### src/sv/pale_pkg.sv
`default_nettype none
// ----------------------------------------------------------------------------
// pale_pkg
// Shared types and constants of the positional array list engine: store
// geometry, request and status codes, and the item structs of both channels.
// ----------------------------------------------------------------------------
package pale_pkg;

  // store geometry
  localparam int CAPACITY = 64;
  localparam int ADDR_W   = $clog2(CAPACITY);
  localparam int CNT_W    = $clog2(CAPACITY + 1);

  // fixed field widths
  localparam int REQ_W    = 2;
  localparam int POS_W    = 7;
  localparam int DATA_W   = 32;
  localparam int STAT_W   = 3;
  localparam int IDX_W    = 6;
  localparam int COUNT_W  = 7;

  // request codes
  localparam logic [REQ_W-1:0] REQ_INSERT = 2'd0;
  localparam logic [REQ_W-1:0] REQ_DELETE = 2'd1;
  localparam logic [REQ_W-1:0] REQ_SEARCH = 2'd2;
  localparam logic [REQ_W-1:0] REQ_DUMP   = 2'd3;

  // status codes
  localparam logic [STAT_W-1:0] ST_OK       = 3'd0;
  localparam logic [STAT_W-1:0] ST_BADPOS   = 3'd1;
  localparam logic [STAT_W-1:0] ST_EMPTY    = 3'd2;
  localparam logic [STAT_W-1:0] ST_NOTFOUND = 3'd3;
  localparam logic [STAT_W-1:0] ST_FULL     = 3'd4;

  typedef struct packed {
    logic [REQ_W-1:0]         req_type;
    logic [POS_W-1:0]         position;
    logic signed [DATA_W-1:0] item_value;
  } pale_in_t;

  typedef struct packed {
    logic [STAT_W-1:0]        status;
    logic [IDX_W-1:0]         found_index;
    logic signed [DATA_W-1:0] out_value;
    logic [COUNT_W-1:0]       entry_count;
    logic                     last;
  } pale_out_t;

  // store access from the sequencer
  typedef struct packed {
    logic                     we;
    logic [ADDR_W-1:0]        waddr;
    logic signed [DATA_W-1:0] wdata;
    logic                     re;
    logic [ADDR_W-1:0]        raddr;
  } pale_ram_req_t;

endpackage
`default_nettype wire

### src/sv/pale_ram.sv
`default_nettype none
// ----------------------------------------------------------------------------
// pale_ram
// Simple dual-port synchronous RAM: one write port, one read port, read data
// registered.
// ----------------------------------------------------------------------------
module pale_ram #(
  parameter int DEPTH = 64,
  parameter int WIDTH = 32
) (
  input  wire logic                     clk,
  input  wire logic                     we,
  input  wire logic [$clog2(DEPTH)-1:0] waddr,
  input  wire logic [WIDTH-1:0]         wdata,
  input  wire logic                     re,
  input  wire logic [$clog2(DEPTH)-1:0] raddr,
  output      logic [WIDTH-1:0]         rdata
);

  logic [WIDTH-1:0] mem [DEPTH];

  // write port
  always_ff @(posedge clk) begin
    if (we) begin
      mem[waddr] <= wdata;
    end
  end

  // read port
  always_ff @(posedge clk) begin
    if (re) begin
      rdata <= mem[raddr];
    end
  end

endmodule
`default_nettype wire

### src/sv/pale_ctrl.sv
`default_nettype none
// ----------------------------------------------------------------------------
// pale_ctrl
// Request sequencer: holds the live count, walks the store through the RAM
// ports to shift, search and dump, and hands each result to the output stage.
// ----------------------------------------------------------------------------
module pale_ctrl (
  input  wire logic                                     clk,
  input  wire logic                                     rst_n,
  input  wire logic                                     req_valid,
  output      logic                                     req_ready,
  input  wire pale_pkg::pale_in_t                       req,
  output      logic                                     res_valid,
  input  wire logic                                     res_ready,
  output      pale_pkg::pale_out_t                      res,
  output      pale_pkg::pale_ram_req_t                  ram_req,
  input  wire logic signed [pale_pkg::DATA_W-1:0]       ram_rdata
);

  typedef enum logic [6:0] {
    S_IDLE      = 7'b0000001,
    S_SHIFT     = 7'b0000010,
    S_INS_WR    = 7'b0000100,
    S_SRCH      = 7'b0001000,
    S_DUMP_RD   = 7'b0010000,
    S_DUMP_EMIT = 7'b0100000,
    S_RESP      = 7'b1000000
  } state_t;

  state_t                                state_r, state_nxt;
  logic [pale_pkg::CNT_W-1:0]            count_r, count_nxt;
  logic [pale_pkg::CNT_W-1:0]            rem_r, rem_nxt;
  logic [pale_pkg::ADDR_W-1:0]           src_r, src_nxt;
  logic [pale_pkg::ADDR_W-1:0]           dst_r, dst_nxt;
  logic                                  pend_r, pend_nxt;
  logic                                  ins_r, ins_nxt;
  logic [pale_pkg::ADDR_W-1:0]           pos_r, pos_nxt;
  logic signed [pale_pkg::DATA_W-1:0]    val_r, val_nxt;
  logic [pale_pkg::STAT_W-1:0]           stat_r, stat_nxt;
  logic [pale_pkg::IDX_W-1:0]            fidx_r, fidx_nxt;

  logic [pale_pkg::POS_W-1:0]            count_pos;
  logic                                  full;
  logic                                  hit;

  assign count_pos = pale_pkg::POS_W'(count_r);
  assign full      = (count_r >= pale_pkg::CNT_W'(pale_pkg::CAPACITY));
  assign hit       = pend_r && (ram_rdata == val_r);
  assign req_ready = (state_r == S_IDLE);

  // sequencer
  always_comb begin
    state_nxt = state_r;
    count_nxt = count_r;
    rem_nxt   = rem_r;
    src_nxt   = src_r;
    dst_nxt   = dst_r;
    pend_nxt  = pend_r;
    ins_nxt   = ins_r;
    pos_nxt   = pos_r;
    val_nxt   = val_r;
    stat_nxt  = stat_r;
    fidx_nxt  = fidx_r;
    ram_req   = '0;
    res_valid = 1'b0;
    res       = '0;
    res.entry_count = pale_pkg::COUNT_W'(count_r);

    unique case (state_r)
      S_IDLE: begin
        if (req_valid) begin
          pos_nxt  = pale_pkg::ADDR_W'(req.position);
          val_nxt  = req.item_value;
          pend_nxt = 1'b0;
          fidx_nxt = '0;
          unique case (req.req_type)
            pale_pkg::REQ_INSERT: begin
              if (req.position > count_pos) begin
                stat_nxt  = pale_pkg::ST_BADPOS;
                state_nxt = S_RESP;
              end else if (full) begin
                stat_nxt  = pale_pkg::ST_FULL;
                state_nxt = S_RESP;
              end else begin
                // move entries pos..n-1 up, from the top down
                ins_nxt   = 1'b1;
                rem_nxt   = pale_pkg::CNT_W'(count_pos - req.position);
                src_nxt   = pale_pkg::ADDR_W'(count_r - pale_pkg::CNT_W'(1));
                count_nxt = count_r + pale_pkg::CNT_W'(1);
                stat_nxt  = pale_pkg::ST_OK;
                state_nxt = S_SHIFT;
              end
            end
            pale_pkg::REQ_DELETE: begin
              if (count_r == '0) begin
                stat_nxt  = pale_pkg::ST_EMPTY;
                state_nxt = S_RESP;
              end else if (req.position >= count_pos) begin
                stat_nxt  = pale_pkg::ST_BADPOS;
                state_nxt = S_RESP;
              end else begin
                // move entries pos+1..n-1 down, from the bottom up
                ins_nxt   = 1'b0;
                rem_nxt   = pale_pkg::CNT_W'(count_pos - req.position - 1'b1);
                src_nxt   = pale_pkg::ADDR_W'(req.position + 1'b1);
                count_nxt = count_r - pale_pkg::CNT_W'(1);
                stat_nxt  = pale_pkg::ST_OK;
                state_nxt = S_SHIFT;
              end
            end
            pale_pkg::REQ_SEARCH: begin
              stat_nxt = pale_pkg::ST_NOTFOUND;
              if (count_r == '0) begin
                state_nxt = S_RESP;
              end else begin
                rem_nxt   = count_r;
                src_nxt   = '0;
                state_nxt = S_SRCH;
              end
            end
            pale_pkg::REQ_DUMP: begin
              if (count_r == '0) begin
                stat_nxt  = pale_pkg::ST_EMPTY;
                state_nxt = S_RESP;
              end else begin
                rem_nxt   = count_r;
                src_nxt   = '0;
                state_nxt = S_DUMP_RD;
              end
            end
            default: state_nxt = S_IDLE;
          endcase
        end
      end

      // read one entry ahead, write the previous read to its new place
      S_SHIFT: begin
        ram_req.we    = pend_r;
        ram_req.waddr = dst_r;
        ram_req.wdata = ram_rdata;
        if (rem_r != '0) begin
          ram_req.re    = 1'b1;
          ram_req.raddr = src_r;
          pend_nxt      = 1'b1;
          dst_nxt       = ins_r ? src_r + 1'b1 : src_r - 1'b1;
          src_nxt       = ins_r ? src_r - 1'b1 : src_r + 1'b1;
          rem_nxt       = rem_r - pale_pkg::CNT_W'(1);
        end else begin
          pend_nxt  = 1'b0;
          state_nxt = ins_r ? S_INS_WR : S_RESP;
        end
      end

      // drop the new value into the opened slot
      S_INS_WR: begin
        ram_req.we    = 1'b1;
        ram_req.waddr = pos_r;
        ram_req.wdata = val_r;
        state_nxt     = S_RESP;
      end

      // streaming compare, one entry per cycle
      S_SRCH: begin
        if (hit) begin
          stat_nxt  = pale_pkg::ST_OK;
          fidx_nxt  = pale_pkg::IDX_W'(dst_r);
          state_nxt = S_RESP;
        end else if (rem_r != '0) begin
          ram_req.re    = 1'b1;
          ram_req.raddr = src_r;
          pend_nxt      = 1'b1;
          dst_nxt       = src_r;
          src_nxt       = src_r + 1'b1;
          rem_nxt       = rem_r - pale_pkg::CNT_W'(1);
        end else begin
          stat_nxt  = pale_pkg::ST_NOTFOUND;
          state_nxt = S_RESP;
        end
      end

      S_DUMP_RD: begin
        ram_req.re    = 1'b1;
        ram_req.raddr = src_r;
        state_nxt     = S_DUMP_EMIT;
      end

      // one dump item per entry, held until the output stage takes it
      S_DUMP_EMIT: begin
        res_valid       = 1'b1;
        res.status      = pale_pkg::ST_OK;
        res.found_index = pale_pkg::IDX_W'(src_r);
        res.out_value   = ram_rdata;
        res.last        = (rem_r == pale_pkg::CNT_W'(1));
        if (res_ready) begin
          src_nxt   = src_r + 1'b1;
          rem_nxt   = rem_r - pale_pkg::CNT_W'(1);
          state_nxt = res.last ? S_IDLE : S_DUMP_RD;
        end
      end

      S_RESP: begin
        res_valid       = 1'b1;
        res.status      = stat_r;
        res.found_index = fidx_r;
        res.last        = 1'b1;
        if (res_ready) begin
          state_nxt = S_IDLE;
        end
      end

      default: state_nxt = S_IDLE;
    endcase
  end

  // control state
  always_ff @(posedge clk) begin
    if (!rst_n) begin
      state_r <= S_IDLE;
      count_r <= '0;
      pend_r  <= 1'b0;
    end else begin
      state_r <= state_nxt;
      count_r <= count_nxt;
      pend_r  <= pend_nxt;
    end
  end

  // walk and request payload
  always_ff @(posedge clk) begin
    rem_r  <= rem_nxt;
    src_r  <= src_nxt;
    dst_r  <= dst_nxt;
    ins_r  <= ins_nxt;
    pos_r  <= pos_nxt;
    val_r  <= val_nxt;
    stat_r <= stat_nxt;
    fidx_r <= fidx_nxt;
  end

`ifndef SYNTHESIS
  a_count_cap: assert property (@(posedge clk) disable iff (!rst_n)
    count_r <= pale_pkg::CNT_W'(pale_pkg::CAPACITY))
    else $error("live count above capacity");

  a_no_rw_clash: assert property (@(posedge clk) disable iff (!rst_n)
    (ram_req.we && ram_req.re) |-> (ram_req.waddr != ram_req.raddr))
    else $error("read and write hit the same entry in one cycle");

  a_idle_quiet: assert property (@(posedge clk) disable iff (!rst_n)
    (state_r == S_IDLE) |-> (!res_valid && !ram_req.we))
    else $error("activity while idle");

  a_dump_next: assert property (@(posedge clk) disable iff (!rst_n)
    (res_valid && res_ready && !res.last) |=> (state_r == S_DUMP_RD))
    else $error("dump did not continue after a non-final item");

  a_count_steady: assert property (@(posedge clk) disable iff (!rst_n)
    (state_r != S_IDLE) |=> (count_r == $past(count_r)))
    else $error("live count changed during a walk");
`endif

endmodule
`default_nettype wire

### src/sv/positional_array_list_engine_unit.sv
`default_nettype none
// ----------------------------------------------------------------------------
// positional_array_list_engine_unit
// Array list of signed 32-bit values with insert, delete, search and dump.
// ----------------------------------------------------------------------------
// One request is handled at a time; every entry move or compare goes through
// the single read and single write port of the entry RAM, one entry per
// cycle. A dump reads each entry, then hands it over to the output stage.
// Results pass through an output register, so the next request is taken
// while the last result still waits on out_ready. No clearing pass is
// needed after reset: only entries below the live count are ever read.
// ----------------------------------------------------------------------------
module positional_array_list_engine_unit (
  input  wire logic                clk,
  input  wire logic                rst_n,
  input  wire logic                in_valid,
  output      logic                in_ready,
  input  wire pale_pkg::pale_in_t  in_data,
  output      logic                out_valid,
  input  wire logic                out_ready,
  output      pale_pkg::pale_out_t out_data
);

  pale_pkg::pale_ram_req_t             ram_req;
  logic signed [pale_pkg::DATA_W-1:0]  ram_rdata;
  logic                                res_valid;
  logic                                res_ready;
  pale_pkg::pale_out_t                 res;
  logic                                out_valid_r, out_valid_nxt;
  pale_pkg::pale_out_t                 out_data_r;

  pale_ctrl u_ctrl (
    .clk       (clk),
    .rst_n     (rst_n),
    .req_valid (in_valid),
    .req_ready (in_ready),
    .req       (in_data),
    .res_valid (res_valid),
    .res_ready (res_ready),
    .res       (res),
    .ram_req   (ram_req),
    .ram_rdata (ram_rdata)
  );

  pale_ram #(
    .DEPTH (pale_pkg::CAPACITY),
    .WIDTH (pale_pkg::DATA_W)
  ) u_ram (
    .clk   (clk),
    .we    (ram_req.we),
    .waddr (ram_req.waddr),
    .wdata (ram_req.wdata),
    .re    (ram_req.re),
    .raddr (ram_req.raddr),
    .rdata (ram_rdata)
  );

  // output register: loads when empty or draining
  assign res_ready = !out_valid_r || out_ready;

  always_comb begin
    out_valid_nxt = out_valid_r;
    if (res_valid && res_ready) begin
      out_valid_nxt = 1'b1;
    end else if (out_ready) begin
      out_valid_nxt = 1'b0;
    end
  end

  always_ff @(posedge clk) begin
    if (!rst_n) begin
      out_valid_r <= 1'b0;
    end else begin
      out_valid_r <= out_valid_nxt;
    end
  end

  always_ff @(posedge clk) begin
    if (res_valid && res_ready) begin
      out_data_r <= res;
    end
  end

  assign out_valid = out_valid_r;
  assign out_data  = out_data_r;

endmodule
`default_nettype wire

### config.mk
export PLATFORM = sky130hd
export DESIGN_NAME = positional_array_list_engine_unit
export DESIGN_NICKNAME = d
export VERILOG_FILES = /design/src/sv/pale_pkg.sv /design/src/sv/pale_ram.sv /design/src/sv/pale_ctrl.sv /design/src/sv/positional_array_list_engine_unit.sv
export SDC_FILE = /design/constraint.sdc
export NUM_CORES = 2
export LEC_CHECK = 0
export BUFFER_PORTS_ARGS = -buffer_cell sky130_fd_sc_hd__buf_2
export CAP_MARGIN = 15
export CORE_ASPECT_RATIO = 1.2
export CORE_MARGIN = 1.5
export CORE_UTILIZATION = 63
export DETAILED_ROUTE_END_ITERATION = 16
export PLACE_DENSITY = 0.79
export SKIP_CTS_REPAIR_TIMING = 1
export SYNTH_ARGS = -nofsm -noshare
export SYNTH_HDL_FRONTEND = slang
export SYNTH_HIERARCHICAL = 1
export SYNTH_SLANG_ARGS = --single-unit
### constraint.sdc
create_clock -name clk -period 7.4 [get_ports clk]
set_input_delay 0.74 -clock clk [delete_from_list [all_inputs] [get_ports clk]]
set_output_delay 0.74 -clock clk [all_outputs]
set_load 0.01 [all_outputs]
# ---- Word level (Yosys, flattened, before mapping)
# Memory sizes are Yosys's and may differ from the RTL's. A register that Yosys moved wholly into a read port is not among the register bits.
# Index checks and enable logic that the tools add are counted.
dict set report classes {
  addsub 8
  magnitude_cmp 3
  n_eq_ne 31
  mux 84
  n_reduce_logical 24
}
# cell count
set ops {}
lappend ops {{2-to-1 mux 7 bit} 28}
lappend ops {{2-to-1 mux 6 bit} 17}
lappend ops {{one-hot mux 39 bit (2 select lines)} 1}
lappend ops {{one-hot mux 7 bit (4 select lines)} 2}
lappend ops {{one-hot mux 7 bit (7 select lines)} 1}
lappend ops {{one-hot mux 7 bit (3 select lines)} 2}
lappend ops {{equality test 32 bit} 1}
lappend ops {{one-hot mux 6 bit (2 select lines)} 2}
lappend ops {{one-hot mux 6 bit (4 select lines)} 1}
lappend ops {{2-to-1 mux 3 bit} 7}
lappend ops {{subtractor 7 x 1 -> 7 bit, second input constant} 3}
lappend ops {{!= test 2 bit, second input constant} 9}
lappend ops {{one-hot mux 6 bit (3 select lines)} 1}
lappend ops {{one-hot mux 9 bit (2 select lines)} 1}
lappend ops {{!= test 3 bit, second input constant} 5}
lappend ops {{equality test 7 x 1 -> 1 bit, second input constant} 2}
lappend ops {{2-to-1 mux 1 bit} 14}
lappend ops {{one-hot mux 7 bit (2 select lines)} 1}
lappend ops {{adder 6 x 1 -> 6 bit, second input constant} 2}
lappend ops {{one-hot mux 3 bit (4 select lines)} 1}
lappend ops {{AND reduction 4 bit} 3}
lappend ops {{AND reduction 11 bit} 1}
lappend ops {{AND reduction 9 bit} 1}
lappend ops {{nonzero test 2 bit} 4}
lappend ops {{other kinds (33)} 40}
dict set report totals {
  regBits 132
  ram_bits 2048
  input_bits 45
  out_inout_bits 51
  elab_cells 168
  mem_count 1
}
# name depth width rd rd_clocked_by_memory_dff write_ports line_no
set memory_table {}
lappend memory_table {u_ram.mem 64 32 1 1 1 pale_ram.sv:20} ;# logic [WIDTH-1:0] mem [DEPTH];

# ---- Logic depth before layout (Yosys ltp)
dict set report logic_depth {
  ltp_word 7
  ltp_mapped 17
  ltp_nobuf 12
}

# ---- Modules after synthesis
# The synthesis kept the hierarchy.
# module n_inst cells_per_inst area_each_um2
set by_module_without_submodules {}
lappend by_module_without_submodules {pale_ram 1 3511 79359.9}
lappend by_module_without_submodules {pale_ctrl 1 616 5698.0}
lappend by_module_without_submodules {positional_array_list_engine_unit 1 54 1529.0}

# ---- Least setup slack after synthesis
# Ideal clock, no wire load.
dict set report synth_timing {
  kind {flip-flop to flip-flop}
  startpoint {register u_ctrl.state_r[3]}
  endpoint {register u_ram.rdata[12] (read register of u_ram.mem), data pin}
  setup_ns 0.256
  arrival_time_ns 5.164
  required_time_ns 7.144
  setup_slack_ns 1.980
  stages_incl_launch_ff 15
  n_path_buf 4
  path_cell_list {dfxtp_1 clkbuf_1 xnor2_1 a211oi_1 a21oi_1 nor3_1 and2_1 buf_4 nor2b_1 clkbuf_1 clkbuf_1 a22oi_1 a31oi_1 o21ai_0 and4_1}
}
# item line_no
set synth_rtl {}
lappend synth_rtl {{start, declared} pale_ctrl.sv:30} ;# state_t state_r, state_nxt;
lappend synth_rtl {{start signal, assigned} pale_ctrl.sv:222} ;# state_r <= state_nxt;
lappend synth_rtl {{end, declared} pale_ram.sv:17} ;# output logic [WIDTH-1:0] rdata

==> impl_metrics.csv <==
group,metric,value,unit
status,outcome,"finished clean",
clock_network,cts_root_buffer,"clkbuf_16",
global_route,antenna_found_initial,6,
yosys,syn_inst,4181,
pwr,p_int,0.01897,W
global_route,overflow,0,
layout,drive_above_1_share,23.29,%
detailed_routing,dr.first_iter.drc_count,7064,
yosys,ys_seq_elements,2212,
yosys,ys.flop_type,"edfxtp_1",
critical_path,crit_required,7.99,ns
timing,max_slew.worst_pin.slew,1.243,ns
timing,setup_viol_count_final,0,
timing,period_share,75.03,%
layout,nets,4423,
placed_design,port_buffers,95,
timing,slew_headroom,16.94,%
yosys,ys_warn_count,6,
min_path,min_from,"in_data[25]",
timing,slew_violations,0,
pwr,p_sw,0.004619,W
critical_path,worstReg2RegEnd,"u_ram/rdata[31]",
clock_network,cts_tree,"yes",
detailed_routing,dr.pass1.iters,6,
die,core_area,0.1359,mm²
pwr,ir_drop,225.1,µV
clock_network,h-tree-depth,4,
global_route,grt_pass1_vias,46110,
timing,worst_clock_skew,0.03665,ns
clock_network,path_clk_slew,0.07,ns
layout,layout_commonest_cell,"edfxtp_1",
detailed_routing,wl,224000,µm
global_route,grt_first_pass_wirelength,320800,µm
placed_design,dp_hpwl,122700,µm
critical_path,path_max_fanout,78,
die,die_x,341.4,µm
clock_network,clock_path_buffers,3,
die,io_pins,96,
layout,final_cell_mix,"2196 x edfxtp_1, 446 x mux4_2, 195 x mux2i_1",
timing,period_minus_slack,5.552,ns
pwr,p_per_area,246.2,mW/mm²
pwr,p_comb_share,0.9,%
critical_path,crit_type,"reg2reg",
timing,postLayoutSetupSlackWorst,1.848,ns
detailed_routing,viasPerCell,7.209,
clock_network,cts.sinks,2212,
min_path,hold_path_class,"in2reg",
global_route,grt_max_degree,96,
yosys,syn_avg_cell_area,20.71,µm²
pwr,power_leakage,23.64,nW
critical_path,cp_slowest_stage_delay,0.81,ns
die,initial_core_util,63.70,%
critical_path,critPathSlowestCell,"nand2b_1",
layout,seqCellArea,0.06626,mm²
critical_path,cp_cell_sequence,"xor2_1 > a21oi_1 > nand4_1 > or4_1 > nor2_1 > nor3_2 > buf_4 > and2_4 > buf_12 > nand2b_1 > o22ai_1 > a2111oi_0 > nor3_1 > o211a_1",
layout,fillCellCount,7523,
critical_path,worstRegToRegCells,14,
layout,multiInputGateArea,0.01935,mm²
timing,tns,0,ns
yosys,syn-cell-area,0.08659,mm²
yosys,ys_seq_area_share,76.53,%
yosys,syn-num-nets,4243,
detailed_routing,vias,45600,
timing,rsz0062_at_grt,"false",
yosys,ys_async_sr_fraction,0,%
yosys,yosys.cell_types.count,74,
min_path,hold-path-endpoint,"u_ctrl/val_r[25]",
job,maxCapViolCount,0,
layout,area_delta_synth_final,10.63,%
yosys,synth_edf_count,2196,
detailed_routing,wl_per_cell,35.41,µm
clock_network,clkLatencyLatePin,0.84,ns
timing,hold_viol_final,0,
pwr,power_frac_seq,57.9,%
die,fp.dieH,409.1,µm
placed_design,finalWeightedCongestion,0.9171,
die,dieArea,0.1397,mm²
critical_path,crit_path_end_kind,"flip-flop",
global_route,grt_use_total,32.43,%
pwr,switching_share,19.58,%
timing,fmax,180.1,MHz
placed_design,pre_cts_ws,1.999,ns
critical_path,arrival,6.14,ns
critical_path,worstReg2RegStart,"u_ram/rdata[2]",
clock_network,cts_buffers,192,
die,row_count,148,
critical_path,rrSetupSlack,1.85,ns
detailed_routing,drc,0,
pwr,clockPowerShare,41.2,%
detailed_routing,ant_nets,0,
min_path,whs_path_depth,1,
critical_path,start_kind,"flip-flop",
[flip-flops by register name, summed over array words and instances, names as in the netlist, 7 cells and up]
signal / cells
u_ram/rdata: 32
u_ctrl/count_pos: 7
out_data: 49
u_ctrl/rem_r: 7
u_ctrl/val_r: 32
u_ctrl/state_r: 7
u_ram/mem: 2048
[Yosys cell counts (all sizes together), types with 6 or more instances]
library cell / count / area, µm²
dfxtp: 16 / 320.3
a21oi: 64 / 320.3
nand3: 65 / 325.3
nand3b: 8 / 60.06
nand2: 65 / 244.0
xor2: 48 / 420.4
xnor2: 17 / 148.9
o211ai: 15 / 112.6
nand2b: 12 / 82.58
or2: 12 / 75.07
nor2: 138 / 518.0
mux4: 446 / 10040
and2: 54 / 340.3
edfxtp: 2196 / 65940
o22a: 12 / 105.1
a22oi: 129 / 968.4
o22ai: 45 / 281.5
nor2b: 19 / 118.9
a311o: 13 / 130.1
clkbuf: 112 / 421.7
nor3b: 6 / 45.04
ha: 16 / 200.2
a211oi: 29 / 217.7
nor4: 10 / 62.56
a31oi: 25 / 156.4
mux2i: 195 / 1952
inv: 29 / 108.9
a22o: 55 / 481.7
and3: 13 / 81.33
a211o: 9 / 78.83
buf: 134 / 1016
nor3: 28 / 145.1
and4: 6 / 52.55
or3: 12 / 75.07
nand4: 6 / 37.54
o221ai: 20 / 175.2
o21ai: 52 / 260.3
[cell type report]
class,count,share of cell area [%]
Antenna cell,4,0.01045
Clock buffer,254,5.303
Tap cell,1800,2.351
Multi-Input combinational cell,1694,20.20
Sequential cell,2212,69.18
Clock inverter,101,0.9731
Inverter,29,0.1136
Timing Repair Buffer,232,1.870
[stage by stage]
step / hold slack (ns) / total power [W] / cell area, µm² / util [%] / std cells
after floorplan: 0.4348 / 0.01404 / 86590 / - / 4181
after global placement: 0.5194 / 0.01412 / 89510 / 65.85 / 5954
after detailed placement: 0.5129 / 0.01413 / 89510 / 65.85 / 5954
after CTS: 0.03446 / 0.02364 / 95520 / 70.28 / 6309
after global routing: 0.04893 / 0.02409 / 95780 / 70.47 / 6324
final: 0.07947 / 0.02359 / 95790 / 70.47 / 6326
[cells by family (layout without fill, tap and decap cells)]
family | after synthesis | after routing | synth area share (%)
flops | 2212 | 2212 | 76.53
xor+xnor | 65 | 65 | 0.6575
buf+inv | 275 | 616 | 1.786
simple gates | 467 | 467 | 2.743
other cells | 0 | 4 | 0
mux | 642 | 642 | 13.87
fa+ha+maj | 17 | 17 | 0.2543
compound gates | 503 | 503 | 4.163
[worst max-delay path, delay by kind of cell (launching register included)]
kind	cells	cell delay, ns
flops	1	0.44
xor+xnor	1	0.45
compound gates	4	1.09
buf+inv	2	0.98
simple gates	7	2.26
[worst max path at each step]
stage	depth (start not counted)	end	slack (ns)	from
floorplan	14	u_ram/rdata[12]	1.98	u_ctrl/state_r[3]
CTS	14	u_ram/rdata[18]	1.96	u_ctrl/val_r[31]
global route	14	u_ram/rdata[31]	1.75	u_ram/rdata[2]
global placement	14	u_ram/rdata[18]	2.08	u_ctrl/val_r[13]
detailed placement	14	u_ram/rdata[18]	2.00	u_ram/rdata[13]
finish	14	u_ram/rdata[31]	1.85	u_ram/rdata[2]
[routing by layer]
| metal | share of wire (%) | track usage (%) | vias up |
|---|---|---|---|
| met5 | 0 | 0 | - |
| met4 | 5.0 | 13.89 | 0 |
| met3 | 13 | 7.580 | 743 |
| met2 | 50 | 53.42 | 3766 |
| met1 | 33 | 41.74 | 23290 |
| li1 | - | - | 17810 |
[power groups by stage]
stage | combinational [W] | sequential [W] | clock (W)
2_1_floorplan | 0.000113 | 0.0139 | 0
3_3_place_gp | 0.000203 | 0.0139 | 0
3_5_place_dp | 0.000204 | 0.0139 | 0
4_1_cts | 0.000206 | 0.0137 | 0.00978
5_1_grt | 0.000224 | 0.0137 | 0.0102
6_report | 0.000210 | 0.0137 | 0.00972
No activity file was read; power rests on OpenSTA's default activity.
